$ cat config.mk
export PLATFORM = sky130hd
export DESIGN_NAME = fsbe_fpu
export DESIGN_NICKNAME = d
export VERILOG_FILES = /design/src/fsbe_pkg.sv /design/src/fsbe_fpu.sv
export SDC_FILE = /design/constraint.sdc
export NUM_CORES = 2
export LEC_CHECK = 0
export ABC_AREA = 1
export BUFFER_PORTS_ARGS = -buffer_cell sky130_fd_sc_hd__buf_2
export CELL_PAD_IN_SITES_DETAIL_PLACEMENT = 1
export CELL_PAD_IN_SITES_GLOBAL_PLACEMENT = 1
export CORE_ASPECT_RATIO = 1.2
export CORE_MARGIN = 8
export CORE_UTILIZATION = 35
export DETAILED_ROUTE_END_ITERATION = 10
export GPL_TIMING_DRIVEN = 1
export PLACE_DENSITY = 0.65
export SKIP_CTS_REPAIR_TIMING = 1
export SYNTH_ARGS = -nofsm -noshare
export SYNTH_HDL_FRONTEND = slang
export SYNTH_SLANG_ARGS = --single-unit
$ cat constraint.sdc
create_clock -name clk_i -period 36 [get_ports clk_i]
set_clock_uncertainty 0.1 [all_clocks]
set_input_delay 1.8 -clock clk_i [delete_from_list [all_inputs] [get_ports clk_i]]
set_output_delay 1.8 -clock clk_i [all_outputs]
set_load 0.1 [all_outputs]
$ cat src/fsbe_pkg.sv
// Package with the shared types and constants of the float stack bytecode executor.
package fsbe_pkg;

  typedef enum logic [2:0] {
    OP_LOAD = 3'd0,
    OP_PUSH = 3'd1,
    OP_NEG  = 3'd2,
    OP_ADD  = 3'd3,
    OP_SUB  = 3'd4,
    OP_MUL  = 3'd5,
    OP_DIV  = 3'd6,
    OP_RET  = 3'd7
  } op_e;

  typedef enum logic [2:0] {
    ST_DONE      = 3'd0,
    ST_RETURNED  = 3'd1,
    ST_UNDERFLOW = 3'd2,
    ST_OVERFLOW  = 3'd3,
    ST_BADINDEX  = 3'd4
  } status_e;

  typedef enum logic [2:0] {
    S_IDLE,
    S_PUSH,
    S_NEG,
    S_RET,
    S_BIN_A,
    S_BIN_B,
    S_BIN_WAIT
  } ctl_state_e;

  typedef enum logic [2:0] {
    F_IDLE,
    F_CHK,
    F_ADD,
    F_PRE,
    F_MUL,
    F_DIV,
    F_NORM,
    F_ROUND
  } fpu_state_e;

  typedef struct packed {
    logic start;
    op_e  op;
  } fpu_req_t;

  localparam logic [63:0] SignBit    = 64'h8000_0000_0000_0000;
  localparam logic [63:0] QuietBit   = 64'h0008_0000_0000_0000;
  localparam logic [63:0] DefaultNan = 64'hFFF8_0000_0000_0000;
  localparam logic signed [13:0] ExpBias = 14'sd1023;

endpackage

$ cat src/fsbe_fpu.sv
// Iterative double-precision unit for add, subtract, multiply and divide.
module fsbe_fpu (
  input  logic               clk_i,
  input  logic               rst_ni,
  input  fsbe_pkg::fpu_req_t req_i,
  input  logic [63:0]        a_i,
  input  logic [63:0]        b_i,
  output logic               done_o,
  output logic [63:0]        res_o
);

  fsbe_pkg::fpu_state_e state_q, state_d;
  fsbe_pkg::op_e        op_q, op_d;
  logic [63:0]          a_q, a_d, b_q, b_d, res_q, res_d;
  logic                 done_q, done_d;
  logic                 s_q, s_d, sb_q, sb_d;
  logic [52:0]          ma_q, ma_d, mb_q, mb_d;
  logic signed [13:0]   ea_q, ea_d, eb_q, eb_d, e_q, e_d;
  logic [56:0]          m_q, m_d;
  logic [52:0]          u_q, u_d, l_q, l_d;
  logic [53:0]          rem_q, rem_d;
  logic [55:0]          quo_q, quo_d;
  logic [5:0]           cnt_q, cnt_d;

  function automatic logic [52:0] mant53(input logic [63:0] x);
    return {|x[62:52], x[51:0]};
  endfunction

  function automatic logic signed [13:0] exp_eff(input logic [63:0] x);
    return (x[62:52] == 11'd0) ? 14'sd1 : $signed({3'b000, x[62:52]});
  endfunction

  logic a_nan, b_nan, a_inf, b_inf, a_zero, b_zero, b_se, swap;
  assign a_nan  = (&a_q[62:52]) && (|a_q[51:0]);
  assign b_nan  = (&b_q[62:52]) && (|b_q[51:0]);
  assign a_inf  = (&a_q[62:52]) && !(|a_q[51:0]);
  assign b_inf  = (&b_q[62:52]) && !(|b_q[51:0]);
  assign a_zero = (a_q[62:0] == 63'd0);
  assign b_zero = (b_q[62:0] == 63'd0);
  assign b_se   = b_q[63] ^ (op_q == fsbe_pkg::OP_SUB);
  assign swap   = (a_q[62:0] < b_q[62:0]);

  // Alignment of the smaller addend with a sticky bit.
  logic signed [13:0] ediff;
  logic [5:0]         sh;
  logic [55:0]        small_m, shifted, al;
  logic               stk;
  logic [56:0]        asum;
  assign ediff   = ea_q - eb_q;
  assign sh      = (ediff > 14'sd56) ? 6'd56 : ediff[5:0];
  assign small_m = {mb_q, 3'b000};
  assign shifted = small_m >> sh;
  assign stk     = |(small_m & ~({56{1'b1}} << sh));
  assign al      = {shifted[55:1], shifted[0] | stk};
  assign asum    = (s_q == sb_q) ? ({1'b0, ma_q, 3'b000} + {1'b0, al})
                                 : ({1'b0, ma_q, 3'b000} - {1'b0, al});

  // One radix-2 step of the multiplier and the divider.
  logic [53:0]  psum;
  logic [105:0] prod;
  logic         ge;
  logic [53:0]  rdiff;
  assign psum  = {1'b0, u_q} + {1'b0, (mb_q[0] ? ma_q : 53'd0)};
  assign prod  = {u_q, l_q};
  assign ge    = (rem_q >= {1'b0, mb_q});
  assign rdiff = ge ? (rem_q - {1'b0, mb_q}) : rem_q;

  // Round to nearest even.
  logic               inc;
  logic [53:0]        rmant;
  logic signed [13:0] rexp;
  logic [51:0]        rfrac;
  assign inc   = m_q[2] & (m_q[1] | m_q[0] | m_q[3]);
  assign rmant = {1'b0, m_q[55:3]} + {53'd0, inc};
  assign rexp  = rmant[53] ? (e_q + 14'sd1) : (rmant[52] ? e_q : 14'sd0);
  assign rfrac = rmant[53] ? 52'd0 : rmant[51:0];

  always_ff @(posedge clk_i or negedge rst_ni) begin
    if (!rst_ni) begin
      state_q <= fsbe_pkg::F_IDLE;
      done_q  <= 1'b0;
    end else begin
      state_q <= state_d;
      done_q  <= done_d;
    end
  end

  always_ff @(posedge clk_i) begin
    op_q  <= op_d;
    a_q   <= a_d;
    b_q   <= b_d;
    res_q <= res_d;
    s_q   <= s_d;
    sb_q  <= sb_d;
    ma_q  <= ma_d;
    mb_q  <= mb_d;
    ea_q  <= ea_d;
    eb_q  <= eb_d;
    e_q   <= e_d;
    m_q   <= m_d;
    u_q   <= u_d;
    l_q   <= l_d;
    rem_q <= rem_d;
    quo_q <= quo_d;
    cnt_q <= cnt_d;
  end

  always_comb begin
    state_d = state_q;
    done_d  = 1'b0;
    op_d = op_q;  a_d = a_q;  b_d = b_q;  res_d = res_q;
    s_d = s_q;  sb_d = sb_q;  ma_d = ma_q;  mb_d = mb_q;
    ea_d = ea_q;  eb_d = eb_q;  e_d = e_q;  m_d = m_q;
    u_d = u_q;  l_d = l_q;  rem_d = rem_q;  quo_d = quo_q;  cnt_d = cnt_q;
    case (state_q)
      fsbe_pkg::F_IDLE: begin
        if (req_i.start) begin
          op_d    = req_i.op;
          a_d     = a_i;
          b_d     = b_i;
          state_d = fsbe_pkg::F_CHK;
        end
      end
      fsbe_pkg::F_CHK: begin
        if (a_nan) begin
          res_d = a_q | fsbe_pkg::QuietBit;  done_d = 1'b1;  state_d = fsbe_pkg::F_IDLE;
        end else if (b_nan) begin
          res_d = b_q | fsbe_pkg::QuietBit;  done_d = 1'b1;  state_d = fsbe_pkg::F_IDLE;
        end else begin
          case (op_q)
            fsbe_pkg::OP_ADD, fsbe_pkg::OP_SUB: begin
              if (a_inf && b_inf && (a_q[63] != b_se)) begin
                res_d = fsbe_pkg::DefaultNan;  done_d = 1'b1;  state_d = fsbe_pkg::F_IDLE;
              end else if (a_inf) begin
                res_d = a_q;  done_d = 1'b1;  state_d = fsbe_pkg::F_IDLE;
              end else if (b_inf) begin
                res_d = {b_se, b_q[62:0]};  done_d = 1'b1;  state_d = fsbe_pkg::F_IDLE;
              end else begin
                if (swap) begin
                  s_d = b_se;  sb_d = a_q[63];
                  ma_d = mant53(b_q);  ea_d = exp_eff(b_q);
                  mb_d = mant53(a_q);  eb_d = exp_eff(a_q);
                end else begin
                  s_d = a_q[63];  sb_d = b_se;
                  ma_d = mant53(a_q);  ea_d = exp_eff(a_q);
                  mb_d = mant53(b_q);  eb_d = exp_eff(b_q);
                end
                state_d = fsbe_pkg::F_ADD;
              end
            end
            fsbe_pkg::OP_MUL, fsbe_pkg::OP_DIV: begin
              s_d  = a_q[63] ^ b_q[63];
              ma_d = mant53(a_q);  ea_d = exp_eff(a_q);
              mb_d = mant53(b_q);  eb_d = exp_eff(b_q);
              state_d = fsbe_pkg::F_PRE;
              if (op_q == fsbe_pkg::OP_MUL) begin
                if ((a_inf && b_zero) || (a_zero && b_inf)) begin
                  res_d = fsbe_pkg::DefaultNan;  done_d = 1'b1;  state_d = fsbe_pkg::F_IDLE;
                end else if (a_inf || b_inf) begin
                  res_d = {a_q[63] ^ b_q[63], 11'h7FF, 52'd0};
                  done_d = 1'b1;  state_d = fsbe_pkg::F_IDLE;
                end else if (a_zero || b_zero) begin
                  res_d = {a_q[63] ^ b_q[63], 63'd0};
                  done_d = 1'b1;  state_d = fsbe_pkg::F_IDLE;
                end
              end else begin
                if ((a_inf && b_inf) || (a_zero && b_zero)) begin
                  res_d = fsbe_pkg::DefaultNan;  done_d = 1'b1;  state_d = fsbe_pkg::F_IDLE;
                end else if (a_inf || b_zero) begin
                  res_d = {a_q[63] ^ b_q[63], 11'h7FF, 52'd0};
                  done_d = 1'b1;  state_d = fsbe_pkg::F_IDLE;
                end else if (a_zero || b_inf) begin
                  res_d = {a_q[63] ^ b_q[63], 63'd0};
                  done_d = 1'b1;  state_d = fsbe_pkg::F_IDLE;
                end
              end
            end
            default: begin
              res_d = fsbe_pkg::DefaultNan;  done_d = 1'b1;  state_d = fsbe_pkg::F_IDLE;
            end
          endcase
        end
      end
      fsbe_pkg::F_ADD: begin
        m_d = asum;
        e_d = ea_q;
        // An exact cancellation gives positive zero.
        if ((asum == 57'd0) && (s_q != sb_q)) s_d = 1'b0;
        state_d = fsbe_pkg::F_NORM;
      end
      fsbe_pkg::F_PRE: begin
        // Subnormal operands get a leading one before the multiply or divide.
        if (!ma_q[52]) begin
          ma_d = {ma_q[51:0], 1'b0};
          ea_d = ea_q - 14'sd1;
        end
        if (!mb_q[52]) begin
          mb_d = {mb_q[51:0], 1'b0};
          eb_d = eb_q - 14'sd1;
        end
        if (ma_q[52] && mb_q[52]) begin
          cnt_d = 6'd0;
          u_d   = 53'd0;
          l_d   = 53'd0;
          rem_d = {1'b0, ma_q};
          quo_d = 56'd0;
          state_d = (op_q == fsbe_pkg::OP_MUL) ? fsbe_pkg::F_MUL : fsbe_pkg::F_DIV;
        end
      end
      fsbe_pkg::F_MUL: begin
        if (cnt_q == 6'd53) begin
          m_d = {prod[105:50], |prod[49:0]};
          e_d = ea_q + eb_q - fsbe_pkg::ExpBias;
          state_d = fsbe_pkg::F_NORM;
        end else begin
          u_d   = psum[53:1];
          l_d   = {psum[0], l_q[52:1]};
          mb_d  = {1'b0, mb_q[52:1]};
          cnt_d = cnt_q + 6'd1;
        end
      end
      fsbe_pkg::F_DIV: begin
        if (cnt_q == 6'd56) begin
          m_d = {1'b0, quo_q[55:1], quo_q[0] | (|rem_q)};
          e_d = ea_q - eb_q + fsbe_pkg::ExpBias;
          state_d = fsbe_pkg::F_NORM;
        end else begin
          quo_d = {quo_q[54:0], ge};
          rem_d = {rdiff[52:0], 1'b0};
          cnt_d = cnt_q + 6'd1;
        end
      end
      fsbe_pkg::F_NORM: begin
        if (m_q[56] || (e_q < 14'sd1)) begin
          if (e_q < -14'sd60) begin
            m_d = {56'd0, |m_q};
            e_d = 14'sd1;
          end else begin
            m_d = {1'b0, m_q[56:2], m_q[1] | m_q[0]};
            e_d = e_q + 14'sd1;
          end
        end else if (!m_q[55] && (e_q > 14'sd1) && (m_q != 57'd0)) begin
          m_d = {m_q[55:0], 1'b0};
          e_d = e_q - 14'sd1;
        end else begin
          state_d = fsbe_pkg::F_ROUND;
        end
      end
      fsbe_pkg::F_ROUND: begin
        if (rexp >= 14'sd2047) res_d = {s_q, 11'h7FF, 52'd0};
        else                   res_d = {s_q, rexp[10:0], rfrac};
        done_d  = 1'b1;
        state_d = fsbe_pkg::F_IDLE;
      end
      default: state_d = fsbe_pkg::F_IDLE;
    endcase
  end

  assign done_o = done_q;
  assign res_o  = res_q;

endmodule
Word-level counts from Yosys, hierarchy flattened
Index checks and enable logic that the tools add are counted.
W data, S select, Z words.
{"block": "classes", "n_addsub": 14, "order_cmp": 7, "n_eq_ne": 37, "shift": 2, "n_mux": 133, "bitwise_logic": 14, "reduce_logical": 64}
{"op": "$mux W53", "n": 20}
{"op": "$mux W64", "n": 12}
{"op": "$pmux W53 S2", "n": 5}
{"op": "$mux W57", "n": 5}
{"op": "$mux W14", "n": 19}
{"op": "$pmux W64 S2", "n": 2}
{"op": "$pmux W57 S4", "n": 1}
{"op": "$mux W56", "n": 3}
{"op": "$pmux W53 S3", "n": 1}
{"op": "$logic_not A63 Y1", "n": 2}
{"op": "$pmux W14 S2", "n": 4}
{"op": "$pmux W56 S2", "n": 1}
{"op": "$mux W54", "n": 2}
{"op": "$pmux W54 S2", "n": 1}
{"op": "$reduce_or A52 Y1", "n": 2}
{"op": "$lt A63 B63 Y1", "n": 1}
{"op": "$mux W63", "n": 1}
{"op": "$add A56 B56 Y57", "n": 1}
{"op": "$logic_not A57 Y1", "n": 1}
{"op": "$reduce_bool A57 Y1", "n": 1}
{"op": "$reduce_or A57 Y1", "n": 1}
{"op": "$sub A56 B56 Y57", "n": 1}
{"op": "$and A56 B56 Y56", "n": 1}
{"op": "$not A56 Y56", "n": 1}
{"op": "65 further kinds", "n": 182}
{"block": "word_totals", "reg_bits": 628, "in_bits": 134, "out_inout_bits": 65, "elab_cells": 292}

Depth between registers and ports, before layout
{"block": "logic_depth", "word_depth": 14, "mapped_depth": 56, "depth_no_buf": 54}

Worst setup path before layout
OpenSTA, ideal clock, no wires.
{"block": "synth_timing", "kind": "input to register", "startpoint": "input port req_i[3] (netlist bit)", "endpoint": "register a_q[0] (enable)", "setup_ns": 0.942, "t_arrival_ns": 14.122, "t_required_ns": 34.958, "slack_ns": 20.836, "path_stages": 2, "path_buffers": 0, "cell_sequence": "inv_1 > nor4_1"}
{"block": "synth_via", "elab_chain_cells": 1}
{"element": "start, declared", "line_no": "fsbe_fpu.sv:5", "rtl": "input fsbe_pkg::fpu_req_t req_i,"}
{"element": "$reduce_and A2 Y1 (no line)"}
{"element": "end signal, assigned", "line_no": "fsbe_fpu.sv:90", "rtl": "a_q <= a_d;"}
{"element": "end, declared", "line_no": "fsbe_fpu.sv:14", "rtl": "logic [63:0] a_q, a_d, b_q, b_d, res_q, res_d;"}
Every way passes these cells.
A chain may end at the register's enable or synchronous reset.

Worst setup path after layout
{"block": "layout_timing", "startpoint": "register ea_q[0]", "endpoint": "register s_q (enable)"}
{"block": "layout_via", "elab_chain_cells": 14, "elab_cells_between_ends": 16, "cone_classes": "add/sub: 3; order compare: 1; eq/ne: 1; shift: 2; mux: 2; bitwise: 3; reduce/logical: 4"}
{"element": "start, declared", "line_no": "fsbe_fpu.sv:18", "rtl": "logic signed [13:0] ea_q, ea_d, eb_q, eb_d, e_q, e_d;"}
{"element": "start signal, assigned", "line_no": "fsbe_fpu.sv:97", "rtl": "ea_q <= ea_d;"}
{"element": "$sub A14 B14 Y14 *", "line_no": "fsbe_fpu.sv:49", "rtl": "assign ediff = ea_q - eb_q;"}
{"element": "$gt A14 B7 Y1", "line_no": "fsbe_fpu.sv:50", "rtl": "assign sh = (ediff > 14'sd56) ? 6'd56 : ediff[5:0];"}
{"element": "$mux W6 *", "line_no": "fsbe_fpu.sv:50"}
{"element": "$shl A56 B6 Y56", "line_no": "fsbe_fpu.sv:53", "rtl": "assign stk = |(small_m & ~({56{1'b1}} << sh));"}
{"element": "$not A56 Y56", "line_no": "fsbe_fpu.sv:53"}
{"element": "$and A56 B56 Y56", "line_no": "fsbe_fpu.sv:53"}
{"element": "$reduce_or A56 Y1", "line_no": "fsbe_fpu.sv:53"}
{"element": "$or A1 B1 Y1", "line_no": "fsbe_fpu.sv:54", "rtl": "assign al = {shifted[55:1], shifted[0] | stk};"}
{"element": "$sub A56 B56 Y57 or $add A56 B56 Y57 (tied branches)", "line_no": "fsbe_fpu.sv:56, fsbe_fpu.sv:55"}
{"element": "$mux W57 *", "line_no": "fsbe_fpu.sv:55", "rtl": "assign asum = (s_q == sb_q) ? ({1'b0, ma_q, 3'b000} + {1'b0, al})"}
{"element": "$logic_not A57 Y1 *", "line_no": "fsbe_fpu.sv:188", "rtl": "if ((asum == 57'd0) && (s_q != sb_q)) s_d = 1'b0;"}
{"element": "$logic_and A1 B1 Y1 *", "line_no": "fsbe_fpu.sv:188"}
{"element": "$ne A2 B2 Y1 (no line) *"}
{"element": "$reduce_and A8 Y1 (no line) *"}
{"element": "end signal, assigned", "line_no": "fsbe_fpu.sv:93", "rtl": "s_q <= s_d;"}
{"element": "end, declared", "line_no": "fsbe_fpu.sv:16", "rtl": "logic s_q, s_d, sb_q, sb_d;"}
Mark *: on every way between the ends. The rest lies on a longest branch, timed or not.

==> reports/results.ini <==
[setup_path]
start_kind = flop
startpoint = ea_q[0]
r2r_end = s_q
path_class = flop to flop
ff2ff_setup_slack_ns = 24.98
path_max_fanout = 67
worst-r2r-cell-count = 48
cp_common_cell = a21oi_1
crit_arrival_ns = 11.32
rr_startpoint = ea_q[0]
critPathRequiredTime_ns = 36.30
cp_slowest_stage_delay_ns = 0.96
critPathSlowestCell = fa_1
critPathCaptureType = flop
endpoint = s_q

[yosys]
synth-edff-count = 624
synth.cell_area_um2 = 52100
ys_ff_latch = 628
synth_cell_type_count = 78
ys_seq_area_frac = 0.362
syn_area_per_cell_um2 = 7.25
synth-async-reset-ratio = 0.00637
synthFlopType = edfxtp_1
netlist_instances = 7185
ys_warn_count = 0
synth_nets = 7650

[timing]
setup_tns_ns = 0
fin_crit_sh = 0.306
final.setup.worst_slack_ns = 24.98
relSlewSlack = 0.115
rsz0062_at_grt = false
period_minus_slack_ns = 11.02
hold_viol_final = 0
setup-violations-final = 0
timing.fmax_ghz = 0.0908
worst_pin_slew_ns = 1.31
slew_viol_final = 0

[drt]
routed_wl_mm = 285
ant_nets = 0
vias_per_cell = 5.87
firstDrtPassIters = 6
drt_iter0_drc = 5730
wl_per_cell_um = 30.6
drc = 0
via_count = 54700

[clock_tree]
cts_inserted_buffers = 77
cts_tree = built
cts_htree_levels = 3
numClockSinks = 628
cts.path.max_buffers = 3
insertion_delay_ns = 0.70
cts_root_buffer = clkbuf_16
clkTransAtPathRegs_ns = 0.08

[global_route]
grt_pass1_wl_mm = 400
grt_antenna_before_repair = 25
grt_overflow = 0
track_usage = 0.340
grt_pass1_vias = 54600
grt_max_degree = 142

[layout]
area_growth_pct = 10.9
nFillCells = 18500
multiInputGateArea_um2 = 28000
fin_nets = 7749
regArea_um2 = 18800
layout_common_cells = nand2_1 (1459), inv_1 (1101), nor2_1 (661)
drive_gt1_frac = 0.0691
final_common_cell = nand2_1
stdcell_area_um2 = 57700

[worst_hold_path]
holdPathStages = 2
hold_path.class = flop to flop

[floorplanning]
die_y_um = 438
die_area_um2 = 161000
core_um2 = 148000
initial_core_util = 0.351
die_width_um = 368
io_pins = 199
rows = 155

[place]
dp_slack_ns = 25.48
io_buffers = 198
place.gp.congestion = 1.05
place_area_um2 = 55300
dpl.hpwl_mm = 232

[outcome]
status = complete, no violations

[run]
max-cap-violations = 0

-- cell type report --
class                      instances  area share
clock buffer                      89      0.0345
timing repair buffer             297      0.0300
antenna                            8    0.000347
sequential                       628       0.326
inverter                        1131      0.0736
clock inverter                    48     0.00767
multi-input combinational       5149       0.485
tap                             1962      0.0425
-- sequential cells by signal (all words and copies together), names as in the netlist --
signal   flops
a_q         64
b_q         64
res_o       64
m_q         57
quo_q       56
rem_q       54
l_q         53
ma_q        53
mb_q        53
u_q         53
e_q         14
ea_q        14
eb_q        14
cnt_q        6
op_q         3
state_q      3
done_o       1
s_q          1
sb_q         1
-- kinds of logic after synthesis --
group | count (synthesis) | synth area share
AO/OA/AOI/OAI | 1772 | 0.195
XOR/XNOR | 147 | 0.0249
multiplexers | 1 | 0.000192
adder cells (fa/ha/maj) | 331 | 0.0803
buffers and inverters | 1408 | 0.103
AND/OR/NAND/NOR | 2898 | 0.234
flip-flops | 628 | 0.362
-- cell usage after synthesis (30+ instances only) --
library cell	n	share of area
ha_1	326	0.078
nor4_1	77	0.0093
nor3_1	95	0.0091
edfxtp_1	624	0.36
nand3_1	427	0.041
o221ai_1	71	0.012
xnor2_1	36	0.0061
inv_1	1105	0.080
o211ai_1	73	0.011
a21oi_1	598	0.057
nand2_1	1464	0.11
o22ai_1	60	0.0072
nand4_1	106	0.013
o21ai_0	659	0.063
o2111ai_1	36	0.0061
a31oi_1	81	0.0097
a211oi_1	30	0.0043
o21a_1	40	0.0058
clkbuf_1	218	0.016
xor2_1	110	0.019
nor2_1	670	0.048
-- how the worst min path moves through the flow --
stage | startpoint | end | slack (ns)
2_1_floorplan | quo_q[47] | quo_q[48] | 0.40
3_3_place_gp | quo_q[26] | quo_q[27] | 0.41
3_5_place_dp | quo_q[14] | quo_q[15] | 0.42
4_1_cts | quo_q[14] | quo_q[15] | 0.44
5_1_grt | quo_q[46] | quo_q[47] | 0.47
6_report | quo_q[14] | quo_q[15] | 0.43
-- critical path: cells and delay by family (launching register included) --
kind	cells	cell delay, ns
compound gates	17	3.94
simple gates	16	2.10
flops	1	0.45
fa+ha+maj	4	1.76
buf+inv	11	2.25
-- per-layer routing --
| layer | share of wire | wire length, µm | vias to the layer above | global-route usage |
|---|---|---|---|---|
| met1 | 0.40 | 113000 | 26900 | 0.421 |
| met3 | 0.078 | 22300 | 676 | 0.0625 |
| met2 | 0.44 | 124000 | 2289 | 0.527 |
| met4 | 0.089 | 25500 | 20 | 0.250 |
| li1 | - | - | 24700 | - |
| met5 | 0.00044 | 126 | - | 0 |
-- metrics by stage --
| step | cells | util | hold slack [ns] |
|---|---|---|---|
| finish | 9312 | 0.390 | 0.431 |
| global route | 9304 | 0.390 | 0.465 |
| CTS | 9304 | 0.390 | 0.436 |
| detailed placement | 9167 | 0.373 | 0.421 |
| global placement | 9167 | 0.373 | 0.408 |
| floorplan | 7185 | - | 0.400 |
Power is not shown: default switching activity piles up to over one toggle a cycle in this logic, so the estimate is an artifact.
